File: src/design/udu_pkg.sv
`timescale 1ns / 1ps
`default_nettype none

package udu_pkg;

   localparam int unsigned WORD_BITS  = 64;
   localparam int unsigned STEP_COUNT = WORD_BITS;

   // operand width codes
   localparam logic [1:0] WIDTH_8  = 2'd0;
   localparam logic [1:0] WIDTH_16 = 2'd1;
   localparam logic [1:0] WIDTH_32 = 2'd2;
   localparam logic [1:0] WIDTH_64 = 2'd3;

   // fault status codes
   localparam logic [1:0] FAULT_NONE = 2'd0;
   localparam logic [1:0] FAULT_ZERO = 2'd1;
   localparam logic [1:0] FAULT_OVER = 2'd2;

   typedef logic [WORD_BITS-1:0] word_type;

   // what one cell hands to the next
   typedef struct packed {
      logic [1:0] fault;
      word_type   rem;       // partial remainder
      word_type   dvd_quo;   // dividend bits still to shift in, quotient bits shifted in below
      word_type   divisor;
   } stage_type;

endpackage

`default_nettype wire

File: src/design/udu_cell.sv
`timescale 1ns / 1ps
`default_nettype none

module udu_cell
   import udu_pkg::*;
(
   input  wire logic      clock,
   input  wire logic      reset,
   input  wire logic      advance,
   input  wire logic      valid_in,
   input  wire stage_type stage_in,
   output logic           valid_out,
   output stage_type      stage_out
);

   logic      valid_ff;
   stage_type stage_ff;
   stage_type step_in;

   // one restoring step: shift in the next dividend bit, subtract if it fits
   always_comb begin
      logic                 carry;
      word_type             shifted;
      logic [WORD_BITS:0]   diff;
      logic                 take;
      carry   = stage_in.rem[WORD_BITS-1];
      shifted = {stage_in.rem[WORD_BITS-2:0], stage_in.dvd_quo[WORD_BITS-1]};
      diff    = {carry, shifted} - {1'b0, stage_in.divisor};
      take    = ~diff[WORD_BITS];
      step_in = stage_in;
      step_in.rem     = take ? diff[WORD_BITS-1:0] : shifted;
      step_in.dvd_quo = {stage_in.dvd_quo[WORD_BITS-2:0], take};
   end

   always_ff @(posedge clock) begin
      if (reset) begin
         valid_ff <= 1'b0;
      end else if (advance) begin
         valid_ff <= valid_in;
      end
   end

   always_ff @(posedge clock) begin
      if (advance) begin
         stage_ff <= step_in;
      end
   end

   assign valid_out = valid_ff;
   assign stage_out = stage_ff;

endmodule

`default_nettype wire

File: config.mk
export PLATFORM = sky130hd
export DESIGN_NAME = udu_cell
export DESIGN_NICKNAME = d
export VERILOG_FILES = /design/src/design/udu_pkg.sv /design/src/design/udu_cell.sv
export SDC_FILE = /design/constraint.sdc
export NUM_CORES = 1
export LEC_CHECK = 0
export ABC_AREA = 1
export BUFFER_PORTS_ARGS = -buffer_cell sky130_fd_sc_hd__buf_2
export CAP_MARGIN = 20
export CORE_MARGIN = 10
export CORE_UTILIZATION = 40
export CTS_CLUSTER_SIZE = 12
export DETAILED_ROUTE_END_ITERATION = 6
export GPL_TIMING_DRIVEN = 1
export PLACE_DENSITY_LB_ADDON = 0.12
export SETUP_SLACK_MARGIN = 0.1
export SLEW_MARGIN = 20
export SYNTH_ARGS = -nofsm -noshare
export SYNTH_HDL_FRONTEND = slang
export SYNTH_SLANG_ARGS = --single-unit
File: constraint.sdc
create_clock -name clock -period 2.75 [get_ports clock]
set_clock_uncertainty 0.05 [all_clocks]
set_input_delay 0.55 -clock clock [delete_from_list [all_inputs] [get_ports clock]]
set_output_delay 0.55 -clock clock [all_outputs]
set_load 0.01 [all_outputs]
# Word-level counts from Yosys, hierarchy flattened

Cells that the tools add are included.
W data, S select, Z words.

Word-level logic and storage cells: 8
Register bits: 195
Bits in latches: 0
Output and inout port bits: 195
ROM bits: 0
Bits in writable memories: 0
Bits of input ports: 198
Memories: 0

Muxes and demuxes: 1
Shift-type cells: 0
Bitwise operators: 1
Div/mod/pow operators: 0
$add $sub $neg: 1
$mul: 0
Eq/ne operators: 0
Reduce and logical (&&, ||, !) cells: 0
$lt $le $gt $ge: 0

Operators by type and width:

| kind             | number |
|---|---|
| $sub A65 B64 Y65 | 1 |
| $mux W64         | 1 |
| $not A1 Y1       | 1 |

# Logic depth before layout (Yosys ltp)

Depth in word-level cells: 2
Mapped depth: 20
Depth with buffers taken out: 18

# Least setup slack after synthesis

OpenSTA, ideal clock, no wires.

Path type: input to register
Start: in stage_in[127] (netlist name)
End: reg stage_ff, in the netlist stage_out[171] (data pin)
Setup time: 0.252 ns
Slack: 0.101 ns
Cell stages on the path: 19
Required time: 2.448 ns
Arrival time: 2.347 ns
Buffers on the path: 2
Cell sequence: inv_1 > ha_1 > fa_1 > inv_1 > nand2_1 > nand2_1 > nand3_1 > nand2_2 > nand2_1 > nand2_2 > nand2_1 > nand2_2 > nand2_2 > nand3_1 > nand2_2 > buf_12 > buf_12 > nand2_2 > nand2_1

RTL lines:

| what                 | RTL line       | text |
|---|---|---|
| start, declared      | udu_cell.sv:11 | `input wire stage_type stage_in,` |
| end signal, assigned | udu_cell.sv:45 | `stage_ff <= step_in;` |
| end, declared        | udu_cell.sv:17 | `stage_type stage_ff;` |

==> metrics.cfg <==
[sta]
worst_pin_slew_ps = 555
period_share_pct = 92.0
grt_setup_unrepaired = no
finalHoldViolations = 0
period_needed_ps = 2530
setup_violations = 0
finalMaxSlewViolations = 0
fmax_mhz = 395
relSlewSlack_pct = 63.0

[logic_synthesis]
synth_flop_cell = edfxtp_1
synth_cells = 1801
synth_top_area_share_pct = 44.5
netlist_area_sq_um = 13100
yosysSeqAreaShare_pct = 44.7
ys_ff_latch = 195
synth_nets = 2064
synth.distinct_cells = 33
synthTopCellsByArea = edfxtp_1, nand2_1, inv_1
synthTopCellsByCount = nand2_1, inv_1, edfxtp_1
synth_area_leader_cell = edfxtp_1
avgSynthCellArea_sq_um = 7.26
yosys_warnings = 0
synth_most_common_cell = nand2_1
synth_edf_count = 194
async_reset_ff_share_pct = 0

[drt]
routed_wl_microns = 50700
routedWlPerCell_microns = 17.6
firstDrtPassIters = 6
viasPerCell = 4.54
drt-initial-drc-count = 717
drc = 0
ant_nets = 0
num_vias = 13100

[global_routing]
overflow = 0
antenna_found_initial = 5
grt_pass1_wl_microns = 77500
grt_pass1_vias = 13300
grtUsageTotal_pct = 25.0
grt_max_degree = 61

[hold_path]
hold_depth = 2
min_from = reset
worstHoldEndpoint = valid_out
hold_path_class = primary input to flip-flop

[run_status]
status = complete, no violations

[pwr]
power_frac_clock_pct = 28.3
ir_drop_mv = 0.415
switchingPower_mw = 2.99
power_frac_comb_pct = 31.0
swShare_pct = 32.7
power_mw = 9.14
p_int_mw = 6.15
seqPwrFrac_pct = 40.6
cellLeakagePower_nw = 10.2
powerDensity_nw_per_um2 = 510

[cells_and_area]
drive_gt1_share_pct = 28.7
syn_to_final_growth_pct = 36.9
post-route-cell-area_sq_um = 17900
finish.net_count = 2692

[setup_path]
reg2reg_setup_slack_ps = 2110
path_common_cell = nand2_1
arrival_ps = 2670
critPathTopFamily = simple AND/OR/NAND/NOR gates
path_buf_inv = 3
timing.rr.end = valid_out
crit_fanout = 25
timing_worst_setup_path_type = primary input to flip-flop
end_kind = flip-flop
slowest_stage = ha_1
slowest_delay_ps = 340
path_cells = buf_2 > inv_1 > ha_1 > nand2_1 > nor2_1 > nand2_1 > nor2_2 > nand2_1 > nand2_2 > nand2_2 > nand3_1 > nand2_4 > buf_12 > nand2_1 > nand2_1
start_kind = primary input
r2r-start = valid_out
worstPathRequired_ps = 2890
reg2reg_depth = 2

[placement]
place_congestion = 0.954
dp_hpwl_microns = 43400
placed_area_sq_um = 17300
port_buffers = 392

[clocking]
cts_sinks = 195
insertion_delay_ps = 450
cts_setup_buffers = 0
clkTransAtPathRegs_ps = 70
cts.repair.resized = 0
numCtsBuffers = 17
htreeDepth = 4
clock-root-buffer = clkbuf_16
clk_path_buf_depth = 2
cts-hold-fix-buffers = 0
cts_tree = yes

[floorplan]
die_x_microns = 201
start_util_pct = 40.4
coreArea_sq_um = 32400
fp.dieH_microns = 201
fp.dieArea_sq_um = 40300
io_pins = 393
rows = 66

[run]
max_cap_violations = 0

==> how the worst max path moves through the flow <==
stage,from,to,cells after the start
3_3_place_gp,stage_in[0],stage_out[172],18
3_5_place_dp,stage_in[0],stage_out[172],18
6_report,stage_in[19],stage_out[172],15
4_1_cts,stage_in[0],stage_out[172],18
2_1_floorplan,stage_in[127],stage_out[171],19
5_1_grt,stage_in[19],stage_out[172],15
==> cell type report <==
type | instances | area, sq um
clock buffer | 20 | 467
sequential | 195 | 5850
clock inverter | 12 | 144
tap | 442 | 553
multi-input combinational | 1200 | 5630
timing repair buffer | 622 | 3780
antenna | 4 | 10.0
inverter | 393 | 1480
fill | 3247 | 14500
==> power groups by stage <==
stage	Clock [mW]	Combinational (mW)	Sequential, mW
after floorplan	0	1.25	3.95
after global placement	0	2.83	3.78
after detailed placement	0	2.85	3.78
after CTS	2.67	2.86	3.72
after global routing	2.77	3.16	3.74
final	2.59	2.84	3.71
==> per-layer routing <==
layer | wire (microns) | GRT usage [%] | vias to the layer above
li1 | - | - | 6765
met2 | 24400 | 42.9 | 388
met5 | 25 | 0 | -
met4 | 1010 | 7.25 | 4
met3 | 3200 | 5.52 | 40
met1 | 22100 | 30.8 | 5901
==> metrics by stage <==
stage                     std cells  setup TNS, ps  setup WS, ps  util (%)  hold WS (ps)
after floorplan                1801              0           101         -           478
after global placement         2852          -7540          -231      53.4           427
after detailed placement       2852         -11260          -287      53.4           447
after CTS                      2884              0           207      55.3           171
after global routing           2885              0           110      55.3           180
final                          2888              0           220      55.3           197
==> sequential cells by signal (all words and copies together), names as in the netlist <==
signal,flops
valid_out,1
stage_out,194
==> layout by cell type (no fill, tap or decap), types with 2 or more instances in the layout <==
cell and instances:
a21oi_1 53, and3_1 2, buf_12 7, buf_2 391, buf_4 223, clkbuf_16 17, clkbuf_8 4, clkinv_4 2
clkinv_8 2, clkinvlp_4 2, diode_2 4, edfxtp_1 194, ha_1 64, inv_1 388, inv_2 4, inv_6 3
inv_8 2, nand2_1 787, nand2_2 30, nand3_1 69, nand4_1 17, nor2_1 104, nor2_2 7, nor3_1 12
nor4_1 3, o21ai_0 4, o21bai_1 8, xor2_1 30
==> cells by family after synthesis <==
kind of cell	Yosys count	synth area share, %
multiplexers	1	0.0765
adder cells (fa/ha/maj)	65	6.27
XOR/XNOR	31	2.08
flip-flops	195	44.7
AND/OR/NAND/NOR	1038	31.9
buffers and inverters	406	12.3
AO/OA/AOI/OAI	65	2.64
(Power assumes the default switching activity.)
