`config.mk`:
```
export PLATFORM = sky130hd
export DESIGN_NAME = udu_prep
export DESIGN_NICKNAME = d
export VERILOG_FILES = /design/src/design/udu_pkg.sv /design/src/design/udu_prep.sv
export SDC_FILE = /design/constraint.sdc
export NUM_CORES = 1
export LEC_CHECK = 0
export BUFFER_PORTS_ARGS = -buffer_cell sky130_fd_sc_hd__buf_2
export CAP_MARGIN = 20
export CORE_ASPECT_RATIO = 0.9
export CORE_MARGIN = 3
export CORE_UTILIZATION = 44
export CTS_CLUSTER_DIAMETER = 200
export CTS_CLUSTER_SIZE = 20
export DETAILED_ROUTE_END_ITERATION = 8
export GPL_TIMING_DRIVEN = 1
export PLACE_DENSITY = 0.75
export RECOVER_POWER = 25
export REMOVE_ABC_BUFFERS = 1
export SLEW_MARGIN = 20
export SYNTH_ARGS = -nofsm -noshare
export SYNTH_HDL_FRONTEND = slang
export SYNTH_SLANG_ARGS = --single-unit
```
`constraint.sdc`:
```
create_clock -name clock -period 2.65 [get_ports clock]
set_input_delay 0.265 -clock clock [delete_from_list [all_inputs] [get_ports clock]]
set_output_delay 0.265 -clock clock [all_outputs]
set_load 0.05 [all_outputs]
```
`src/design/udu_pkg.sv`:
```
`timescale 1ns / 1ps
`default_nettype none

package udu_pkg;

   localparam int unsigned WORD_BITS  = 64;
   localparam int unsigned STEP_COUNT = WORD_BITS;

   // operand width codes
   localparam logic [1:0] WIDTH_8  = 2'd0;
   localparam logic [1:0] WIDTH_16 = 2'd1;
   localparam logic [1:0] WIDTH_32 = 2'd2;
   localparam logic [1:0] WIDTH_64 = 2'd3;

   // fault status codes
   localparam logic [1:0] FAULT_NONE = 2'd0;
   localparam logic [1:0] FAULT_ZERO = 2'd1;
   localparam logic [1:0] FAULT_OVER = 2'd2;

   typedef logic [WORD_BITS-1:0] word_type;

   // what one cell hands to the next
   typedef struct packed {
      logic [1:0] fault;
      word_type   rem;       // partial remainder
      word_type   dvd_quo;   // dividend bits still to shift in, quotient bits shifted in below
      word_type   divisor;
   } stage_type;

endpackage

`default_nettype wire

```
`src/design/udu_prep.sv`:
```
`timescale 1ns / 1ps
`default_nettype none

module udu_prep
   import udu_pkg::*;
(
   input  wire logic       clock,
   input  wire logic       reset,
   input  wire logic       advance,
   input  wire logic       valid_in,
   input  wire logic [1:0] width_code,
   input  wire word_type   dividend_high,
   input  wire word_type   dividend_low,
   input  wire word_type   divisor_value,
   output logic            valid_out,
   output stage_type       stage_out
);

   logic      valid_ff;
   stage_type stage_ff;
   stage_type stage_in;

   always_comb begin
      word_type hi;
      word_type d;
      hi = '0;
      d  = '0;
      stage_in = '0;
      // narrow widths: whole dividend fits one word, so the remainder starts at zero
      unique case (width_code)
         WIDTH_8: begin
            hi = {56'd0, dividend_low[15:8]};
            d  = {56'd0, divisor_value[7:0]};
            stage_in.rem     = '0;
            stage_in.dvd_quo = {48'd0, dividend_low[15:0]};
         end
         WIDTH_16: begin
            hi = {48'd0, dividend_high[15:0]};
            d  = {48'd0, divisor_value[15:0]};
            stage_in.rem     = '0;
            stage_in.dvd_quo = {32'd0, dividend_high[15:0], dividend_low[15:0]};
         end
         WIDTH_32: begin
            hi = {32'd0, dividend_high[31:0]};
            d  = {32'd0, divisor_value[31:0]};
            stage_in.rem     = '0;
            stage_in.dvd_quo = {dividend_high[31:0], dividend_low[31:0]};
         end
         WIDTH_64: begin
            hi = dividend_high;
            d  = divisor_value;
            stage_in.rem     = dividend_high;
            stage_in.dvd_quo = dividend_low;
         end
         default: begin
            hi = '0;
            d  = '0;
         end
      endcase
      stage_in.divisor = d;
      priority if (d == '0) begin
         stage_in.fault = FAULT_ZERO;
      end else if (hi >= d) begin
         stage_in.fault = FAULT_OVER;
      end else begin
         stage_in.fault = FAULT_NONE;
      end
   end

   always_ff @(posedge clock) begin
      if (reset) begin
         valid_ff <= 1'b0;
      end else if (advance) begin
         valid_ff <= valid_in;
      end
   end

   always_ff @(posedge clock) begin
      if (advance) begin
         stage_ff <= stage_in;
      end
   end

   assign valid_out = valid_ff;
   assign stage_out = stage_ff;

endmodule

`default_nettype wire

```
==> After elaboration in Yosys (flattened, before gate mapping) <==
Cells that the tools add are included.
{ "op_classes": {"n_div": 0, "n_reduce_logical": 2, "eq_ne": 3, "bitwise_logic": 0, "addsub": 0, "n_shift": 0, "mux": 4, "n_mul": 0, "magnitude_cmp": 1} }
{ "ops": {"columns": ["operator", "n"], "rows": [
  ["one-hot mux 128 bit (4 select lines)", 1],
  ["one-hot mux 64 bit (4 select lines)", 2],
  [">= comparator 64 bit", 1],
  ["zero test 64 bit", 1],
  ["equality test 2 bit, second input constant", 2],
  ["equality test 2 x 1 -> 1 bit, second input constant", 1],
  ["zero test 2 bit", 1],
  ["two-way mux 2 bit", 1]
]} }
{ "totals": {"ram_bits": 0, "mem_bits_ro": 0, "out_inout_bits": 195, "latchBits": 0, "ff_bits": 195, "n_memories": 0, "elab_cells": 15} }

==> Logic depth before layout (Yosys ltp) <==
{ "depth": {"depth_word": 4, "mapped_depth": 12, "depth_no_buf": 10} }

==> Worst setup path after synthesis <==
No wires, ideal clock.
{ "synth_timing": {"kind": "in2reg", "from": "input port width_code[0]", "to": "register stage_ff, in the netlist stage_out[193], data pin", "setup_slack_ns": 0.021, "required_ns": 2.381, "setup_ns": 0.269, "arrival_ns": 2.360, "stages": 12, "path_buffers": 2, "cell_sequence": "buf_2 > clkbuf_1 > nor2_1 > nand2_1 > nand2_1 > ha_1 > a21oi_1 > o21ai_0 > a221oi_1 > a31oi_1 > a2111oi_0 > o41ai_2"} }
{ "synth_via": {"elab_chain_cells": 4, "elab_cells_between_ends": 9, "classes_between": "1 x order compare; 3 x eq/ne; 3 x mux; 2 x reduce/logical"} }
{ "synth_lines": {"columns": ["item", "line_no", "text"], "rows": [
  ["start, declared", "udu_prep.sv:11", "input wire logic [1:0] width_code,"],
  ["equality test 2 bit, or another cell as far along", "udu_prep.sv:30", "unique case (width_code)"],
  ["one-hot mux 64 bit (4 select lines)", "udu_prep.sv:30", null],
  [">= comparator 64 bit", "udu_prep.sv:63", "end else if (hi >= d) begin"],
  ["two-way mux 2 bit", "udu_prep.sv:63", null],
  ["end signal, assigned", "udu_prep.sv:80", "stage_ff <= stage_in;"],
  ["end, declared", "udu_prep.sv:20", "stage_type stage_ff;"]
]} }
Several ways; a longest one is shown, not always the timed one. The select of a mux whose other input is x is not followed.
A chain may end at the register's enable or synchronous reset.

==> Worst setup path after layout <==
Same ends and word-level chain as after synthesis.

==> out/qor_table.md <==
| Step | Metric | Value |
|---|---|---|
| die | Initial standard-cell utilization of the core | 0.457 |
| synth | Number of distinct library cells after synthesis | 37 |
| global route | First-pass GRT wire length | 41100 µm |
| routing | Post-Route WL | 27900 µm |
| clock network | Post-CTS setup buffers | 0 |
| cells and area | Proportion of layout cells with a drive suffix above 1 | 0.381 |
| routing | Routed length per placed instance | 19.1 µm |
| die | Height of the die | 144 µm |
| pwr | Switching pwr | 2670 µW |
| synth | Most used DFF post-synth | edfxtp_1 |
| synth | Post-synth top cells | edfxtp_1, nand2_1, and3_1, ha_1, inv_1 |
| flow run | Max_cap viols | 0 |
| clock network | H-Tree Level Count | 4 |
| die | Standard cell core area | 0.0204 mm² |
| timing | Total count of max-transition violations in the final report | 0 |
| synth | Main area contributors after synthesis | edfxtp_1, ha_1, and3_1 |
| timing | Highest clock frequency the design can meet | 404 MHz |
| pwr | Total power | 8180 µW |
| clock network | CTS tree | built |
| timing | Minimum clock period | 2480 ps |
| timing | Worst-case clock skew | 0 ps |
| synth | Netlist area before placement | 0.00931 mm² |
| die | Overall die area | 0.0229 mm² |
| global route | Total global routing track utilization | 0.232 |
| routing | Total via count after detailed routing | 7578 |
| routing | DRC Markers | 0 |
| pwr | Relative contribution of the clock network to total power | 0.311 |
| pwr | Seq pwr share | 0.454 |
| cells and area | Sequential Area | 0.00585 mm² |
| synth | Most used standard cell by instance count after synthesis | edfxtp_1 |
| synth | Flip-flop and latch count after synthesis | 195 |
| cells and area | Post-layout util | 0.615 |
| timing | Final period util | 0.935 |
| cells and area | Fillers | 1693 |
| setup path | Required time worst endpoint | 2820 ps |
| clock network | Cts bufs inserted | 17 |
| setup path | Worst-path maximum fanout | 14 |
| synth | Number of synthesized flops with an enable pin | 194 |
| pwr | VDD IR-drop max | 0.373 mV |
| routing | Number of nets with antenna violations after detailed routing | 0 |
| global route | Initial antenna violation count | 3 |
| cells and area | Area growth from synthesis to layout | 34.6% |
| timing | Total Negative Setup Slacks | 0 ps |
| pwr | Combinational cell fraction of total power | 0.235 |
| clock network | Worst-Skew Late Latency | 420 ps |
| routing | DRT iter0 DRCs | 442 |
| clock network | CTS root buf | clkbuf_16 |
| timing | Number of hold violations in the final report | 0 |
| pwr | Net switching share of the total power | 0.327 |
| synth | Yosys warns | 0 |
| timing | Setup violations, final | 0 |
| place | Gpl congestion | 0.930 |
| setup path | Critical setup path kind | input port to flip-flop |
| global route | Pin count of the biggest net entering global routing | 62 |
| synth | Register area share after synthesis | 0.628 |
| clock network | Clock Sink Count | 195 |
| synth | Average size of a mapped cell | 12.6 µm² |
| cells and area | NumNets Final | 1431 |
| timing | Slew at the pin closest to its max-slew limit | 1130 ps |
| pwr | Total power divided by cell area | 653 mW/mm² |
| routing | Router iterations before antenna repair | 5 |
| synth | Synth area leader | edfxtp_1 |
| pwr | Static Leak | 0.00605 µW |
| outcome | Run status | complete, no violations |
| setup path | Launching element type of the critical path | input port |
| hold path | Class of the tightest hold or removal check | input port to flip-flop |
| pwr | Internal Pwr Total | 5500 µW |
| place | Count of buffers from port buffering | 392 |
| cells and area | Area of combinational cells with multiple inputs | 0.00308 mm² |
| synth | Proportion of register bits with asynchronous set or reset after synthesis | 0 |
| synth | Yosys top cell area share | 0.626 |
| setup path | Data arrival, critical path | 2640 ps |
| global route | Vias in the first global route | 7455 |
| setup path | Type of destination of the critical path | flip-flop |
| clock network | CTS clk-pin slew, worst paths | 70 ps |
| clock network | Maximum clock insertion buffer count | 2 |
| synth | Instance count of the mapped netlist | 740 |
| place | Final HPWL DP | 21900 µm |
| routing | Average vias per placed instance | 5.18 |
| timing | Relative slew slack | 0.248 |
| global route | Total overflow reported by the global router | 0 |
| timing | Unrepaired setup endpoints after global routing | false |
| die | Number of top-level design ports | 393 |
| die | Row count | 49 |
| die | Horizontal extent of the die | 159 µm |
## worst paths after layout
check	cells after the start	end	startpoint	slack, ps
max	10	stage_out[193]	width_code[0]	170
min	1	stage_out[73]	dividend_low[9]	40
max reg2reg	2	valid_out	valid_out	2050
min reg2reg	2	valid_out	valid_out	510
## power by group through the flow
| stage | Combinational (µW) | Clock, µW | Sequential [µW] |
|---|---|---|---|
| after global routing | 2030 | 2720 | 3730 |
| after global placement | 1900 | 0 | 3770 |
| after CTS | 1930 | 2590 | 3710 |
| after detailed placement | 1920 | 0 | 3780 |
| final | 1920 | 2540 | 3710 |
| after floorplan | 344 | 0 | 4640 |
## metrics by stage
step	setup WS, ps	hold slack (ps)	instance area, µm²	cells
after floorplan	-12.0	337	9170	704
after CTS	24.1	4.26	12500	1460
final	173	42.1	12500	1463
after detailed placement	-427	426	11900	1421
after global routing	44.3	8.61	12500	1463
after global placement	-389	423	11900	1421
## per-layer routing
metal / vias to the layer above / track usage / part of all wire
met2: 334 / 0.381 / 0.49
met4: 2 / 0.0825 / 0.028
met5: - / 0 / 0.00032
met1: 3629 / 0.296 / 0.40
met3: 50 / 0.0707 / 0.076
li1: 3563 / - / -
## state kept, by name (all words and copies together), names as in the netlist
| name | cells |
|---|---|
| stage_out | 194 |
| valid_out | 1 |
## critical path, stage by stage
cell,delay (ps)
buf_4,130
clkbuf_1,420
and3_1,290
ha_1,250
a21o_1,160
a221o_1,330
a221oi_1,350
o21ai_0,190
o21ai_1,170
o41ai_2,90
## placed cells by master, fill, tap and decap left out, types with 8 or more instances in the layout
cell	n
a22o_1	16
buf_4	29
and2_1	25
clkbuf_1	20
edfxtp_1	194
dlygate4sd3_1	9
ha_1	64
nand2_1	96
buf_2	375
nor4_1	12
clkbuf_16	17
inv_1	64
a21oi_1	26
nor2_1	8
o21ai_0	12
and3_1	64
nand4_1	16
nor2b_1	34
mux2i_1	34
## area by class of cell
type / instances / share of cell area
inverters: 64 / 0.0192
well taps: 280 / 0.0280
clock buffers: 17 / 0.0340
multi-input cells: 445 / 0.246
repair buffers: 446 / 0.194
clock inverters: 14 / 0.0118
diodes: 2 / 0.000400
flip-flops and latches: 195 / 0.467
## what timing repair did
item                                    CTS  global route
hold buffers                              8             1
endpoints found under the hold margin     8             1
gates resized for setup                   0             1
endpoints found under the setup margin    0             1
## cells by family (layout without fill, tap and decap cells)
kind of cell             count (synthesis)  count (layout)  share of synthesized area
AO/OA/AOI/OAI                           72              72                     0.0520
other                                    0               2                          0
adder cells (fa/ha/maj)                 64              64                     0.0860
buffers and inverters                  100             541                     0.0409
flip-flops                             195             195                      0.628
multiplexers                            34              34                     0.0366
AND/OR/NAND/NOR                        275             275                      0.156
(Power assumes the default switching activity.)
